`src/rtl/pbqc_pkg.sv`:
```
package pbqc_pkg;

    // Default ceiling of the quality level
    localparam int unsigned PBQC_TOP_LEVEL = 5;

    // Reset values of the controller state
    localparam logic [7:0]  RESET_FPS        = 8'd25;
    localparam logic [7:0]  RESET_LEVEL      = 8'd3;
    localparam logic [31:0] RESET_LAST_FRAME = 32'd1000000;

    // Limits of the tick counters
    localparam logic [7:0]  REBUFFER_LIMIT = 8'd3;
    localparam logic [1:0]  STALL_LIMIT    = 2'd3;

    // Command codes
    localparam logic CMD_TICK   = 1'b0;
    localparam logic CMD_PACKET = 1'b1;

    // Level change flags
    localparam logic [1:0] CHG_NONE    = 2'd0;
    localparam logic [1:0] CHG_LOWERED = 2'd1;
    localparam logic [1:0] CHG_RAISED  = 2'd2;

    typedef enum logic [2:0] {
        ST_PACKET    = 3'd0,
        ST_STALLED   = 3'd1,
        ST_REBUFFER  = 3'd2,
        ST_PLAYED    = 3'd3,
        ST_ENDED     = 3'd4
    } t_status;

    typedef struct packed {
        logic        cmd;
        logic [31:0] frame_number;
        logic [15:0] packet_bytes;
    } t_item;

    typedef struct packed {
        t_status     status;
        logic [31:0] buffer_frames;
        logic [7:0]  quality_level;
        logic [1:0]  level_change;
        logic        new_frame_started;
        logic [31:0] finished_frame_bytes;
    } t_result;

endpackage

```
`src/rtl/playout_buffer_quality_controller_top.sv`:
```
// Playout buffer quality controller. Each beat is a packet arrival or a one-second
// playout tick; every beat yields exactly one result beat. The block takes one beat
// per clock cycle while results are taken. A beat passes one input register, then
// the state update (frame compare, saturating adds, five-second threshold compare)
// that writes the result register. Ready upstream drops only while both registers
// hold beats and the result is stalled. The user must write frames_per_second via
// i_cfg_we / i_cfg_data while no beat is in flight; the block does not enforce it.
module playout_buffer_quality_controller_top
    import pbqc_pkg::*;
#(
    parameter int unsigned TOP_LEVEL = PBQC_TOP_LEVEL
) (
    input  logic        i_clk,
    input  logic        i_rst_n,
    input  logic        i_cfg_we,
    input  logic [7:0]  i_cfg_data,
    input  logic        i_in_valid,
    output logic        o_in_ready,
    input  logic        i_cmd,
    input  logic [31:0] i_frame_number,
    input  logic [15:0] i_packet_bytes,
    output logic        o_out_valid,
    input  logic        i_out_ready,
    output logic [2:0]  o_status,
    output logic [31:0] o_buffer_frames,
    output logic [7:0]  o_quality_level,
    output logic [1:0]  o_level_change,
    output logic        o_new_frame_started,
    output logic [31:0] o_finished_frame_bytes
);

    logic    r_in_valid;
    t_item   r_in;
    logic    r_out_valid;
    t_result r_out;
    logic    proceed;
    t_result result;

    assign proceed    = r_in_valid && (!r_out_valid || i_out_ready);
    assign o_in_ready = !r_in_valid || proceed;

    // Capture the input beat
    always_ff @(posedge i_clk) begin
        if (!i_rst_n) begin
            r_in_valid <= 1'b0;
        end else if (o_in_ready) begin
            r_in_valid <= i_in_valid;
        end
    end

    always_ff @(posedge i_clk) begin
        if (i_in_valid && o_in_ready) begin
            r_in.cmd          <= i_cmd;
            r_in.frame_number <= i_frame_number;
            r_in.packet_bytes <= i_packet_bytes;
        end
    end

    pbqc_core #(
        .TOP_LEVEL (TOP_LEVEL)
    ) u_core (
        .i_clk      (i_clk),
        .i_rst_n    (i_rst_n),
        .i_cfg_we   (i_cfg_we),
        .i_cfg_data (i_cfg_data),
        .i_fire     (proceed),
        .i_item     (r_in),
        .o_result   (result)
    );

    // Hold the result until taken
    always_ff @(posedge i_clk) begin
        if (!i_rst_n) begin
            r_out_valid <= 1'b0;
        end else if (proceed) begin
            r_out_valid <= 1'b1;
        end else if (i_out_ready) begin
            r_out_valid <= 1'b0;
        end
    end

    always_ff @(posedge i_clk) begin
        if (proceed) begin
            r_out <= result;
        end
    end

    assign o_out_valid            = r_out_valid;
    assign o_status               = r_out.status;
    assign o_buffer_frames        = r_out.buffer_frames;
    assign o_quality_level        = r_out.quality_level;
    assign o_level_change         = r_out.level_change;
    assign o_new_frame_started    = r_out.new_frame_started;
    assign o_finished_frame_bytes = r_out.finished_frame_bytes;

endmodule

```
`src/rtl/pbqc_core.sv`:
```
module pbqc_core
    import pbqc_pkg::*;
#(
    parameter int unsigned TOP_LEVEL = PBQC_TOP_LEVEL
) (
    input  logic       i_clk,
    input  logic       i_rst_n,
    input  logic       i_cfg_we,
    input  logic [7:0] i_cfg_data,
    input  logic       i_fire,
    input  t_item      i_item,
    output t_result    o_result
);

    logic [7:0]  r_fps;
    logic [31:0] r_buf;
    logic [31:0] r_buf_last_tick;
    logic [1:0]  r_stall;
    logic [7:0]  r_rebuf;
    logic [7:0]  r_level;
    logic [31:0] r_last_frame;
    logic [31:0] r_bytes;
    logic        r_ended;

    logic [31:0] n_buf;
    logic [31:0] n_buf_last_tick;
    logic [1:0]  n_stall;
    logic [7:0]  n_rebuf;
    logic [7:0]  n_level;
    logic [31:0] n_last_frame;
    logic [31:0] n_bytes;
    logic        n_ended;

    logic [31:0] fps_wide;
    logic [10:0] five_sec;
    logic [32:0] byte_sum;
    logic [7:0]  top_level;

    assign fps_wide  = {24'd0, r_fps};
    // Five seconds of frames: 4*fps + fps
    assign five_sec  = {1'b0, r_fps, 2'b00} + {3'd0, r_fps};
    assign byte_sum  = {1'b0, r_bytes} + {17'd0, i_item.packet_bytes};
    assign top_level = 8'(TOP_LEVEL);

    // Compute the next state and the result of the current beat
    always_comb begin
        n_buf           = r_buf;
        n_buf_last_tick = r_buf_last_tick;
        n_stall         = r_stall;
        n_rebuf         = r_rebuf;
        n_level         = r_level;
        n_last_frame    = r_last_frame;
        n_bytes         = r_bytes;
        n_ended         = r_ended;
        o_result        = '0;

        if (i_item.cmd == CMD_PACKET) begin
            o_result.status = ST_PACKET;
            if (i_item.frame_number == r_last_frame) begin
                // Same frame: accumulate bytes, saturating
                n_bytes = byte_sum[32] ? 32'hFFFF_FFFF : byte_sum[31:0];
            end else begin
                o_result.new_frame_started    = 1'b1;
                o_result.finished_frame_bytes = r_bytes;
                n_buf        = (r_buf == 32'hFFFF_FFFF) ? r_buf : r_buf + 32'd1;
                n_last_frame = i_item.frame_number;
                n_bytes      = {16'd0, i_item.packet_bytes};
            end
            // Drop a level after repeated rebuffers
            if (r_rebuf >= REBUFFER_LIMIT && r_level > 8'd1) begin
                n_level = r_level - 8'd1;
                n_rebuf = '0;
                o_result.level_change = o_result.level_change | CHG_LOWERED;
            end
            // Raise a level and trim the buffer when it runs deep
            if (n_buf > {21'd0, five_sec} && n_level < top_level) begin
                n_level = n_level + 8'd1;
                n_buf   = fps_wide;
                o_result.level_change = o_result.level_change | CHG_RAISED;
            end
        end else if (r_ended) begin
            o_result.status = ST_ENDED;
        end else if (r_buf < fps_wide) begin
            if (r_buf_last_tick == r_buf) begin
                // Buffer did not move: stall
                if (r_stall < STALL_LIMIT) begin
                    n_stall = r_stall + 2'd1;
                end
                if (n_stall >= STALL_LIMIT) begin
                    n_ended = 1'b1;
                end
                o_result.status = ST_STALLED;
            end else begin
                n_stall = '0;
                if (r_rebuf != 8'hFF) begin
                    n_rebuf = r_rebuf + 8'd1;
                end
                o_result.status = ST_REBUFFER;
            end
            n_buf_last_tick = r_buf;
        end else begin
            // Play one second of frames
            n_stall         = '0;
            n_rebuf         = '0;
            n_buf           = r_buf - fps_wide;
            n_buf_last_tick = r_buf - fps_wide;
            o_result.status = ST_PLAYED;
        end

        o_result.buffer_frames = n_buf;
        o_result.quality_level = n_level;
    end

    // Hold the frame rate register
    always_ff @(posedge i_clk) begin
        if (!i_rst_n) begin
            r_fps <= RESET_FPS;
        end else if (i_cfg_we) begin
            r_fps <= i_cfg_data;
        end
    end

    // Advance the controller state on each processed beat
    always_ff @(posedge i_clk) begin
        if (!i_rst_n) begin
            r_buf           <= '0;
            r_buf_last_tick <= '0;
            r_stall         <= '0;
            r_rebuf         <= '0;
            r_level         <= RESET_LEVEL;
            r_last_frame    <= RESET_LAST_FRAME;
            r_bytes         <= '0;
            r_ended         <= 1'b0;
        end else if (i_fire) begin
            r_buf           <= n_buf;
            r_buf_last_tick <= n_buf_last_tick;
            r_stall         <= n_stall;
            r_rebuf         <= n_rebuf;
            r_level         <= n_level;
            r_last_frame    <= n_last_frame;
            r_bytes         <= n_bytes;
            r_ended         <= n_ended;
        end
    end

`ifndef SYNTHESIS
    a_level_range: assert property (@(posedge i_clk) disable iff (!i_rst_n)
        r_level >= 8'd1 && r_level <= top_level)
        else $error("quality level out of range");

    a_stall_ends: assert property (@(posedge i_clk) disable iff (!i_rst_n)
        r_stall == STALL_LIMIT |-> r_ended)
        else $error("stall limit reached without ending the stream");

    a_end_sticky: assert property (@(posedge i_clk) disable iff (!i_rst_n)
        r_ended |=> r_ended)
        else $error("stream end cleared");

    a_tick_no_change: assert property (@(posedge i_clk) disable iff (!i_rst_n)
        i_item.cmd == CMD_TICK |-> o_result.level_change == CHG_NONE &&
            !o_result.new_frame_started)
        else $error("tick result reports a packet event");
`endif

endmodule

```
`config.mk`:
```
export PLATFORM = sky130hd
export DESIGN_NAME = playout_buffer_quality_controller_top
export DESIGN_NICKNAME = d
export VERILOG_FILES = /design/src/rtl/pbqc_pkg.sv /design/src/rtl/playout_buffer_quality_controller_top.sv /design/src/rtl/pbqc_core.sv
export SDC_FILE = /design/constraint.sdc
export NUM_CORES = 1
export LEC_CHECK = 0
export ABC_CLOCK_PERIOD_IN_PS = 6500
export BUFFER_PORTS_ARGS = -buffer_cell sky130_fd_sc_hd__clkbuf_2
export CORE_MARGIN = 1
export CORE_UTILIZATION = 45
export CTS_CLUSTER_DIAMETER = 150
export DETAILED_ROUTE_END_ITERATION = 8
export MAX_ROUTING_LAYER = met4
export PLACE_DENSITY = 0.65
export SYNTH_ARGS = -nofsm -noshare
export SYNTH_HDL_FRONTEND = slang
export SYNTH_HIERARCHICAL = 1
export SYNTH_SLANG_ARGS = --single-unit
```
`constraint.sdc`:
```
create_clock -name i_clk -period 6.5 [get_ports i_clk]
set_input_delay 0.975 -clock i_clk [delete_from_list [all_inputs] [get_ports i_clk]]
set_output_delay 0.975 -clock i_clk [all_outputs]
set_load 0.05 [all_outputs]
```
======== After elaboration in Yosys (flattened, before gate mapping) ========
Index checks and enable logic that the tools add are counted.
word-level totals
  register bits ........................... 284
  bits in latches ......................... 0
  RAM bits ................................ 0
  ROM bits ................................ 0
  bits of input ports ..................... 62
  output and inout bits ................... 80
  logic and storage cells ................. 101
  memories kept ........................... 0
cells by class
  $add $sub $neg .......................... 8
  multipliers ............................. 0
  divide/modulo/power cells ............... 0
  $lt $le $gt $ge ......................... 7
  equality and inequality tests ........... 8
  shift-type cells ........................ 0
  muxes and demuxes ....................... 38
  bitwise gates (word level) .............. 3
  reduce and logical (&&, ||, !) cells .... 16
operators by type and width
  kind                                                                           number
  32-bit two-way mux                                                             9
  8-bit two-way mux                                                              10
  32-bit == test                                                                 2
  32-bit by 16-bit adder with 33-bit output                                      1
  33-bit two-way mux                                                             1
  32-bit by 1-bit adder with 32-bit output (second input constant)               1
  32-bit == test (second input constant)                                         1
  32-bit by 11-bit > comparator with 1-bit output                                1
  32-bit by 8-bit less-than comparator with 1-bit output                         1
  32-bit by 8-bit subtractor with 32-bit output                                  1
  2-bit two-way mux                                                              10
  8-bit by 1-bit adder with 8-bit output (second input constant)                 2
  10-bit by 8-bit adder with 11-bit output                                       1
  8-bit by 2-bit >= comparator with 1-bit output (second input constant)         1
  8-bit by 1-bit > comparator with 1-bit output (second input constant)          1
  8-bit by 3-bit less-than comparator with 1-bit output (second input constant)  1
  8-bit inequality test (second input constant)                                  1
  8-bit by 1-bit subtractor with 8-bit output (second input constant)            1
  1-bit two-way mux                                                              7
  3-bit inequality test (second input constant)                                  2
  3-bit AND reduction                                                            2
  5-bit AND reduction                                                            1
  1-bit logical AND                                                              4
  2-bit AND reduction                                                            2
  other kinds (11)                                                               16

======== Logic depth before layout (Yosys ltp) ========
Gate-level depths: netlist of the first run.
  word-level depth ........................ 11
  mapped depth ............................ 22
  mapped depth without buffers ............ 19

======== Hierarchy ========
The synthesis of the first run kept the hierarchy.
by module, submodules not included
  module                                 times used  cells each  area each (µm²)  seq. area each (µm²)
  pbqc_core                              1           1619        12005.3          3103.0
  playout_buffer_quality_controller_top  1           136         3917.5           3853.7

======== Worst setup path after synthesis of the first run ========
No wires, ideal clock.
  path kind ............................... input port to flip-flop
  from .................................... in i_out_ready
  to ...................................... reg u_core.r_level[2]
  library setup time ...................... 0.106 ns
  arrival ................................. 6.191 ns
  required time ........................... 6.394 ns
  path slack .............................. 0.204 ns
  stages on the path ...................... 9
  path buffers ............................ 2
  cells stage by stage .................... nor2b_4 > nor2b_1 > clkbuf_1 > clkinv_1 > nor2_1 > clkbuf_1 > nand2_1 > or3_1 > o311ai_0
between the ends
  word-level cells in the longest chain between the ends .. 2
RTL lines
  what                  RTL line                                     RTL
  from (decl)           playout_buffer_quality_controller_top.sv:23  input logic i_out_ready,
  1-bit logical OR      playout_buffer_quality_controller_top.sv:39  assign proceed = r_in_valid && (!r_out_valid || i_out_ready);
  1-bit logical AND     playout_buffer_quality_controller_top.sv:39
  via proceed           playout_buffer_quality_controller_top.sv:36  logic proceed;
  to (signal assigned)  pbqc_core.sv:139                             r_level <= n_level;
  to (decl)             pbqc_core.sv:20                              logic [7:0] r_level;
The timed path passes the listed nets, and every way through them passes these cells.
A chain may end at the register's enable or synchronous reset.

==> impl_metrics.toml, run 1 <==
[synth]
async_flop_share_pct = 0
ys_types = 90
syn_nets = 1867
syn_avg_cell_area_um2 = 9.07
synth_top_family_by_area = "simple AND/OR/NAND/NOR gates"
synth_edf_count = 127
yosys-top-cells-count = "nand2_1 (169), nor2_1 (165), dfxtp_1 (157), edfxtp_1 (127), xnor2_1 (122)"
yosysTopAreaCell = "edfxtp_1"
synthAdderAreaFrac_pct = 4.07
synth_area_leaders = "edfxtp_1 (24%), dfxtp_1 (20%), xnor2_1 (6.7%), nand2_1 (4.0%), nor2_1 (3.9%)"
ys.flop_type = "dfxtp_1"
synth-seq-area-share_pct = 43.7
netlist_area_mm2 = 0.0159
ys_ff_latch = 284
synth_xor_area_share_pct = 8.47
synth.most_common_cell = "nand2_1"
synth_compound_area_share_pct = 15.8
synth_warnings = 6
yosys.area_share.simple_pct = 21.4
synth_cells = 1755
netlist.area_leader.share_pct = 24.0
synthMuxAreaShare_pct = 2.44

[clocking]
clock_latency_ps = 590
post_cts_resized = 0
ctsLongestPathBuffers = 3
h-tree-depth = 1
cts_hold_buf = 0
numCtsBuffers = 31
root_buffer = "clkbuf_16"
cts_tree = "built"
cts.clk_slew.worst_paths_ps = 60
clock-sinks = 284
post_cts_buffers = 0

[setup_path]
cp_max_fo = 41
crit_arrival_ps = 6090
r2r_cells = 18
ff2ff_setup_slack_ps = 850
crit_type = "flop to flop"
worstPathRequired_ps = 6940
cp_slowest_cell = "or4_1"
r2r-end = "o_buffer_frames[0]"
cp-end-kind = "flop"
crit_path_start_kind = "flop"
cp_slowest_stage_delay_ps = 560
rr_startpoint = "u_core/r_buf[0]"
cp_cell_sequence = "ha_1, nand3_1, or4_1, nor2_1, nor2_1, o21ai_0, ha_1, nor2b_1, o21a_1, o21ai_0, nand2b_1, a2111oi_0, o21a_1, nand3_2, o21ai_4, buf_4, mux2_2, mux2i_1"

[min_path]
hold_depth = 2
hold_path_end = "u_core/r_buf_last_tick[1]"
worstHoldStart = "u_core/r_buf_last_tick[1]"
hold_class = "flop to flop"

[floorplanning]
num_rows = 68
die_width_um = 190
dieArea_mm2 = 0.0361
dieHeight_um = 190
start_util_pct = 45.9
core_area_mm2 = 0.0347
top_level_ports = 142

[timing]
finalHoldViolCount = 0
fin_crit_ps = 5650
rsz0062_at_grt = "false"
period_share_pct = 87.0
slew_violations = 0
tightest_slew_ps = 1180
fmax_mhz = 177
setup_tns_ps = 0
slew_headroom_pct = 21.4
setup_ws_ps = 848
setup_violations = 0
finClkSkew_ps = 10.5

[finish]
layout.nets = 1951
stdcell_area_mm2 = 0.0181
nFillCells = 3199
area_growth_pct = 13.5
drive_above_1_share_pct = 14.5

[global_routing]
grt_first_pass_wirelength_um = 72200
grt_max_degree = 115
track_usage_pct = 26.4
gr-total-overflow = 0
grt_pass1_vias = 12952
antenna_found_initial = 1

[status]
status = "finished, final reports clean"

[placed_design]
gp_congestion = 0.997
place_area_mm2 = 0.0170
port_buffers = 141
hpwl_um = 31800
pre_cts_ws_ps = 1070

[drt]
first_pass_iters = 5
routed-via-count = 13788
drcViolationCount = 0
wire_per_inst_um = 20.2
wirelength_um = 46800
vias_per_cell = 5.94
ant_nets = 0
drt-initial-drc-count = 1404

[run]
maxCapViolations = 0
sequential cells by signal, indices dropped and copies added (netlist names), 2 cells and up:
| name | count |
|---|---|
| o_finished_frame_bytes | 32 |
| o_quality_level | 8 |
| u_core/r_stall | 2 |
| u_core/r_level | 8 |
| u_core/r_last_frame | 32 |
| u_core/r_bytes | 32 |
| o_status | 3 |
| u_core/r_fps | 8 |
| o_buffer_frames | 32 |
| u_core/r_rebuf | 8 |
| r_in | 49 |
| u_core/r_buf_last_tick | 32 |
| o_level_change | 2 |
| u_core/r_buf | 32 |
layout by cell type, fill, tap and decap left out, types with 28 or more instances in the layout:
cell type / Yosys / layout
a211oi_1: 29 / 29
a21oi_1: 114 / 113
a31oi_1: 28 / 28
and3_1: 52 / 52
buf_4: 6 / 36
clkbuf_16: 0 / 31
clkbuf_2: 2 / 141
dfxtp_1: 157 / 157
edfxtp_1: 127 / 127
ha_1: 47 / 47
inv_1: 38 / 38
mux2i_1: 31 / 31
nand2_1: 169 / 169
nand3_1: 54 / 54
nand4_1: 53 / 53
nor2_1: 165 / 162
nor3_1: 64 / 64
o21ai_0: 66 / 66
xnor2_1: 122 / 122
xor2_1: 32 / 32
critical path, delay by kind of cell, from the launching register on:
family,cells,cell delay [ps]
fa+ha+maj,2,700
simple gates,7,1700
compound gates,6,1470
flops,1,510
buf+inv,1,500
mux,2,550
per-layer routing:
metal,part of all wire (%),global-route usage (%)
met2,45,40.7
met1,44,35.1
met4,3.1,9.21
met5,0,-
met3,8.0,4.06
stage by stage:
stage / instances / hold slack, ps / util (%)
6_report: 2320 / 463 / 52.0
3_3_place_gp: 2261 / 454 / 49.0
2_1_floorplan: 1755 / 445 / -
3_5_place_dp: 2261 / 458 / 49.0
4_1_cts: 2319 / 467 / 52.0
5_1_grt: 2320 / 485 / 52.0
how the worst max path moves through the flow:
| stage | start | cells past startpoint | slack [ps] | end |
|---|---|---|---|---|
| final | u_core/r_buf[0] | 18 | 850 | o_buffer_frames[0] |
| after floorplan | i_out_ready | 9 | 200 | u_core/r_level[2] |
| after detailed placement | u_core/r_buf[0] | 18 | 1070 | o_buffer_frames[0] |
| after CTS | u_core/r_buf[0] | 18 | 1010 | o_buffer_frames[0] |
| after global placement | u_core/r_buf[0] | 18 | 1060 | o_buffer_frames[0] |
| after global routing | u_core/r_buf[0] | 18 | 540 | o_buffer_frames[2] |
cell type report:
| class | count | area (um^2) | share of cell area, % |
|---|---|---|---|
| Antenna cell | 1 | 2.50 | 0.0139 |
| Inverter | 40 | 150 | 0.831 |
| Clock inverter | 21 | 235 | 1.30 |
| Timing Repair Buffer | 178 | 996 | 5.51 |
| Multi-Input combinational cell | 1304 | 8330 | 46.1 |
| Clock buffer | 37 | 828 | 4.58 |
| Tap cell | 455 | 569 | 3.15 |
| Sequential cell | 284 | 6960 | 38.5 |
kinds of logic (layout without fill, tap and decap cells):
| group | after synthesis | count (layout) |
|---|---|---|
| AO/OA/AOI/OAI | 383 | 383 |
| flip-flops | 284 | 284 |
| XOR/XNOR | 154 | 154 |
| multiplexers | 38 | 38 |
| AND/OR/NAND/NOR | 679 | 679 |
| other | 0 | 1 |
| adder cells (fa/ha/maj) | 50 | 50 |
| buffers and inverters | 167 | 276 |
Power of run 1 is not shown: default switching activity piles up to over one toggle a cycle in this logic, so the estimate is an artifact.
==> run 2, diff against run 1 <==
--- a/config.mk
+++ b/config.mk
@@ -9,6 +9,7 @@
 export BUFFER_PORTS_ARGS = -buffer_cell sky130_fd_sc_hd__clkbuf_2
 export CORE_MARGIN = 1
 export CORE_UTILIZATION = 45
+export CTS_BUF_LIST = sky130_fd_sc_hd__clkbuf_4 sky130_fd_sc_hd__clkbuf_8
 export CTS_CLUSTER_DIAMETER = 150
 export DETAILED_ROUTE_END_ITERATION = 8
 export MAX_ROUTING_LAYER = met4
==> run 2 against run 1 <==
  * Clock skew up 18 ps
  * Critical path depth unchanged
  * Count of clock-buffer cells in the layout up 36
  * Routed wire length up 0.48%
  * Register-to-register slack better by 50 ps
==> impl_metrics.toml, run 2 (synthesized netlist as in run 1, its figures left out) <==
[finish]
drive_above_1_share_pct = 15.8
largest_register = "r_in"
layout.nets = 1969
antenna_cells = 0
area_growth_pct = 13.0
layout_commonest_cell = "nand2_1"
most-common-layout-cells = "nand2_1 (169), nor2_1 (162), dfxtp_1 (157)"
largest_reg_flops = 49
stdcell_count = 2352

[setup_path]
cp_max_fo = 41
cp_cell_sequence = "ha_1, nand3_1, or4_1, nor2_1, nor2_1, o21ai_0, ha_1, nor2b_1, o21a_1, o21ai_0, nand2b_1, a2111oi_0, o21a_1, nand3_2, o21ai_4, buf_4, mux2i_1, a21oi_1"
path_buf_inv = 1
rr_startpoint = "u_core/r_buf[0]"
crit_path_start_kind = "flop"
critPathTopFamily = "simple AND/OR/NAND/NOR gates"
r2r_cells = 18
ff2ff_setup_slack_ps = 900
cp-end-kind = "flop"
cp_slowest_stage_delay_ps = 570
worstPathRequired_ps = 6790
cp_slowest_cell = "or4_1"
crit_arrival_ps = 5890
crit_type = "flop to flop"
r2r-end = "o_buffer_frames[3]"

[timing]
period_share_pct = 86.2
finalHoldViolCount = 0
setup_violations = 0
slew_violations = 0
fin_crit_ps = 5600
finClkSkew_ps = 28.2
tightest_slew_ps = 1210
fin_hold_ws_ps = 465
slew_headroom_pct = 19.4
rsz0062_at_grt = "false"
fmax_mhz = 179
setup_tns_ps = 0

[clocking]
post_cts_buffers = 0
cts.clk_slew.worst_paths_ps = 60
root_buffer = "clkbuf_8"
h-tree-depth = 2
numCtsBuffers = 49
post_cts_resized = 0
clock_latency_ps = 610
cts_tree = "built"
clock-sinks = 284
cts_hold_buf = 0
ctsLongestPathBuffers = 3

[drt]
first_pass_iters = 6
wire_per_inst_um = 20.0
routed-via-count = 14005
drt-initial-drc-count = 1265
ant_nets = 0
drcViolationCount = 0
vias_per_cell = 5.95
wirelength_um = 47100

[placed_design]
port_buffers = 141
hpwl_um = 31800
dp_cells = 2261
gp_congestion = 0.997

[global_routing]
met3_usage_pct = 3.86
grt_max_degree = 115
antenna_found_initial = 0
use_met1_pct = 35.5
track_usage_pct = 26.6
use_met2_pct = 40.8
grt_most_used_layer = "met2"
gr-total-overflow = 0
grt_pass1_vias = 13088
grt_first_pass_wirelength_um = 72900

[min_path]
hold_path_end = "u_core/r_buf_last_tick[1]"
hold_depth = 2
hold_class = "flop to flop"
worstHoldStart = "u_core/r_buf_last_tick[1]"

[floorplanning]
start_util_pct = 45.9
top_level_ports = 142
num_rows = 68
dieArea_mm2 = 0.0361
die_width_um = 190
dieHeight_um = 190
core_area_mm2 = 0.0347

[run]
maxCapViolations = 0

[status]
status = "finished, final reports clean"
==> run 2: cell count changes in the layout (fill, tap and decap cells not counted), sizes merged <==
cell | previous run | this run
inv | 40 | 39
clkbuf | 178 | 214
bufinv | 4 | 0
clkinv | 12 | 16
diode | 1 | 0
clkinvlp | 5 | 3
==> run 2: how the worst max path moves through the flow <==
stage | startpoint | endpoint | slack, ps | cells after the start
floorplan | i_out_ready | u_core/r_level[2] | 200 | 9
global placement | u_core/r_buf[0] | o_buffer_frames[0] | 1060 | 18
detailed placement | u_core/r_buf[0] | o_buffer_frames[0] | 1070 | 18
CTS | u_core/r_buf[0] | o_buffer_frames[0] | 1010 | 18
global route | u_core/r_buf[0] | o_buffer_frames[2] | 550 | 18
finish | u_core/r_buf[0] | o_buffer_frames[3] | 900 | 18
==> run 2: final cells by class <==
type                    count  area [um^2]
clock inverters            18          111
fillers                  3257        16700
clock buffers              73          873
inverters                  40          150
repair buffers            178          996
multi-input cells        1304         8330
well taps                 455          569
flip-flops and latches    284         6960
==> run 2: worst register-to-register path: cells and delay by family, from the launching register on <==
kind                       cells  cell delay [ps]
DFF                            1              520
muxes                          1              330
AOI/OAI and AO/OA              7             1590
adders and majority gates      2              710
buffers and inverters          1              500
and+or+nand+nor                7             1660
==> run 2: metal layers <==
| layer | vias up | wire, um |
|---|---|---|
| li1 | 6651 | - |
| met1 | 6671 | 20900 |
| met2 | 577 | 21200 |
| met3 | 106 | 3440 |
| met4 | 0 | 1530 |
| met5 | - | 0 |
==> run 2: metrics by stage <==
step	util [%]	instance area (um^2)	setup slack, ps
final	51.8	18000	899
after detailed placement	49.0	17000	1070
after global placement	49.0	17000	1060
after global routing	51.8	18000	547
after floorplan	-	15900	204
after CTS	51.8	18000	1010
Power of run 2 is left out for the same reason.
==> run 3, diff against run 2 <==
--- a/config.mk
+++ b/config.mk
@@ -13,7 +13,7 @@
 export CTS_CLUSTER_DIAMETER = 150
 export DETAILED_ROUTE_END_ITERATION = 8
 export MAX_ROUTING_LAYER = met4
-export PLACE_DENSITY = 0.65
+export PLACE_DENSITY = 0.66
 export SYNTH_ARGS = -nofsm -noshare
 export SYNTH_HDL_FRONTEND = slang
 export SYNTH_HIERARCHICAL = 1
==> run 3 against run 2 <==
  * Count of clock-buffer cells in the layout unchanged
  * Design area increased by 0.75%
  * Routed wire length decreased by 0.12%
  * Hold slack improved by 0.86 ps
  * Core utilization increased by 0.39 points
  * Via count decreased by 0.51%
  * Worst setup slack got worse by 79 ps
  * Clock skew decreased by 2.3 ps
  * Register-to-register slack got worse by 80 ps
  * Non-clock buffer count increased by 6
==> impl_metrics.toml, run 3 (synthesized netlist as in run 1, its figures left out) <==
[status]
status = "finished, final reports clean"

[clocking]
post_cts_resized = 0
post_cts_buffers = 0
cts.clk_slew.worst_paths_ps = 60
h-tree-depth = 2
clock-sinks = 284
clock_latency_ps = 630
root_buffer = "clkbuf_8"
numCtsBuffers = 49
cts_hold_buf = 0
cts_tree = "built"
ctsLongestPathBuffers = 3

[finish]
area_growth_pct = 13.8
layout_commonest_cell = "nand2_1"
layout.nets = 1975
largest_reg_flops = 49
largest_register = "r_in"
drive_above_1_share_pct = 16.3
antenna_cells = 0
most-common-layout-cells = "nand2_1 (169), nor2_1 (162), dfxtp_1 (157)"

[drt]
routed-via-count = 13934
top_layer_used = "met4"
wl_met1_um = 20800
ant_nets = 0
wire_per_inst_um = 19.9
dr_wl_met2_um = 21300
first_pass_iters = 7
drt-initial-drc-count = 1312
route.met3.wl_um = 3560
vias_per_cell = 5.91
drcViolationCount = 0
wirelength_um = 47000

[placed_design]
gp_congestion = 0.998
port_buffers = 141
hpwl_um = 32400

[setup_path]
critPathTopFamily = "compound AO/OA/AOI/OAI gates"
rr_startpoint = "u_core/r_buf[0]"
cp-end-kind = "flop"
cp_slowest_cell = "or4_1"
crit_type = "flop to flop"
path_buf_inv = 1
path_depth = 18
critPathLaunch = "u_core/r_buf[0]"
crit_path_start_kind = "flop"
cp_cell_sequence = "ha_1, nand3_1, or4_1, nor2_1, nor2_1, o21ai_0, ha_1, nor2b_1, o21a_1, o21ai_0, nand2b_1, a2111oi_0, o21a_1, nand3_2, o21ai_4, buf_12, o41a_1, a21oi_1"
cp_max_fo = 31
crit_arrival_ps = 6010
cp_slowest_stage_delay_ps = 550
worstPathRequired_ps = 6830
r2r_cells = 18
ff2ff_setup_slack_ps = 820
r2r-end = "o_quality_level[3]"

[global_routing]
grt_pass1_vias = 13314
grt_max_degree = 115
track_usage_pct = 26.8
grt_first_pass_wirelength_um = 73300
gr-total-overflow = 0
antenna_found_initial = 0

[floorplanning]
start_util_pct = 45.9
dieHeight_um = 190
core_area_mm2 = 0.0347
top_level_ports = 142
die_width_um = 190
dieArea_mm2 = 0.0361
num_rows = 68

[min_path]
worstHoldStart = "u_core/r_last_frame[1]"
hold_path_end = "u_core/r_last_frame[1]"
hold_depth = 2
hold_class = "flop to flop"

[timing]
fmax_mhz = 176
slew_headroom_pct = 28.6
setup_tns_ps = 0
slew_violations = 0
fin_crit_ps = 5680
setup_violations = 0
rsz0062_at_grt = "false"
tightest_slew_ps = 1040
finalHoldViolCount = 0
finClkSkew_ps = 26.0
period_share_pct = 87.4

[run]
maxCapViolations = 0
[run 3: worst register-to-register path: stages (launching register included)]
cell,delay (ps)
dfxtp_1,500
ha_1,440
nand3_1,150
or4_1,550
nor2_1,370
nor2_1,280
o21ai_0,330
ha_1,300
nor2b_1,140
o21a_1,160
o21ai_0,180
nand2b_1,90
a2111oi_0,460
o21a_1,260
nand3_2,110
o21ai_4,520
buf_12,280
o41a_1,190
a21oi_1,70
[run 3: how the worst max path moves through the flow]
stage	slack, ps	endpoint
2_1_floorplan	200	u_core/r_level[2]
3_3_place_gp	1080	o_quality_level[3]
3_5_place_dp	1000	o_quality_level[3]
4_1_cts	950	o_quality_level[3]
5_1_grt	360	u_core/r_buf[15]
6_report	820	o_quality_level[3]
[run 3: metal layers]
layer	up-vias	track usage (%)
li1	6650	-
met1	6596	35.6
met2	594	40.8
met3	94	4.46
met4	0	9.74
met5	-	-
[run 3: final cells by class]
type                    count  area, um^2
multi-input cells        1304        8330
repair buffers            184        1050
clock inverters            19         176
inverters                  40         150
flip-flops and latches    284        6960
well taps                 455         569
clock buffers              73         886
fillers                  3266       16600
[run 3: metrics by stage]
step / worst slack, ps / instances / utilization (%) / area [um^2] / hold slack [ps]
6_report: 820 / 2359 / 52.2 / 18100 / 466
5_1_grt: 360 / 2359 / 52.2 / 18100 / 472
4_1_cts: 954 / 2359 / 52.2 / 18100 / 467
3_5_place_dp: 1000 / 2267 / 49.1 / 17100 / 459
3_3_place_gp: 1080 / 2267 / 49.1 / 17100 / 454
2_1_floorplan: 204 / 1755 / - / 15900 / 445
Power of run 3 is left out for the same reason.
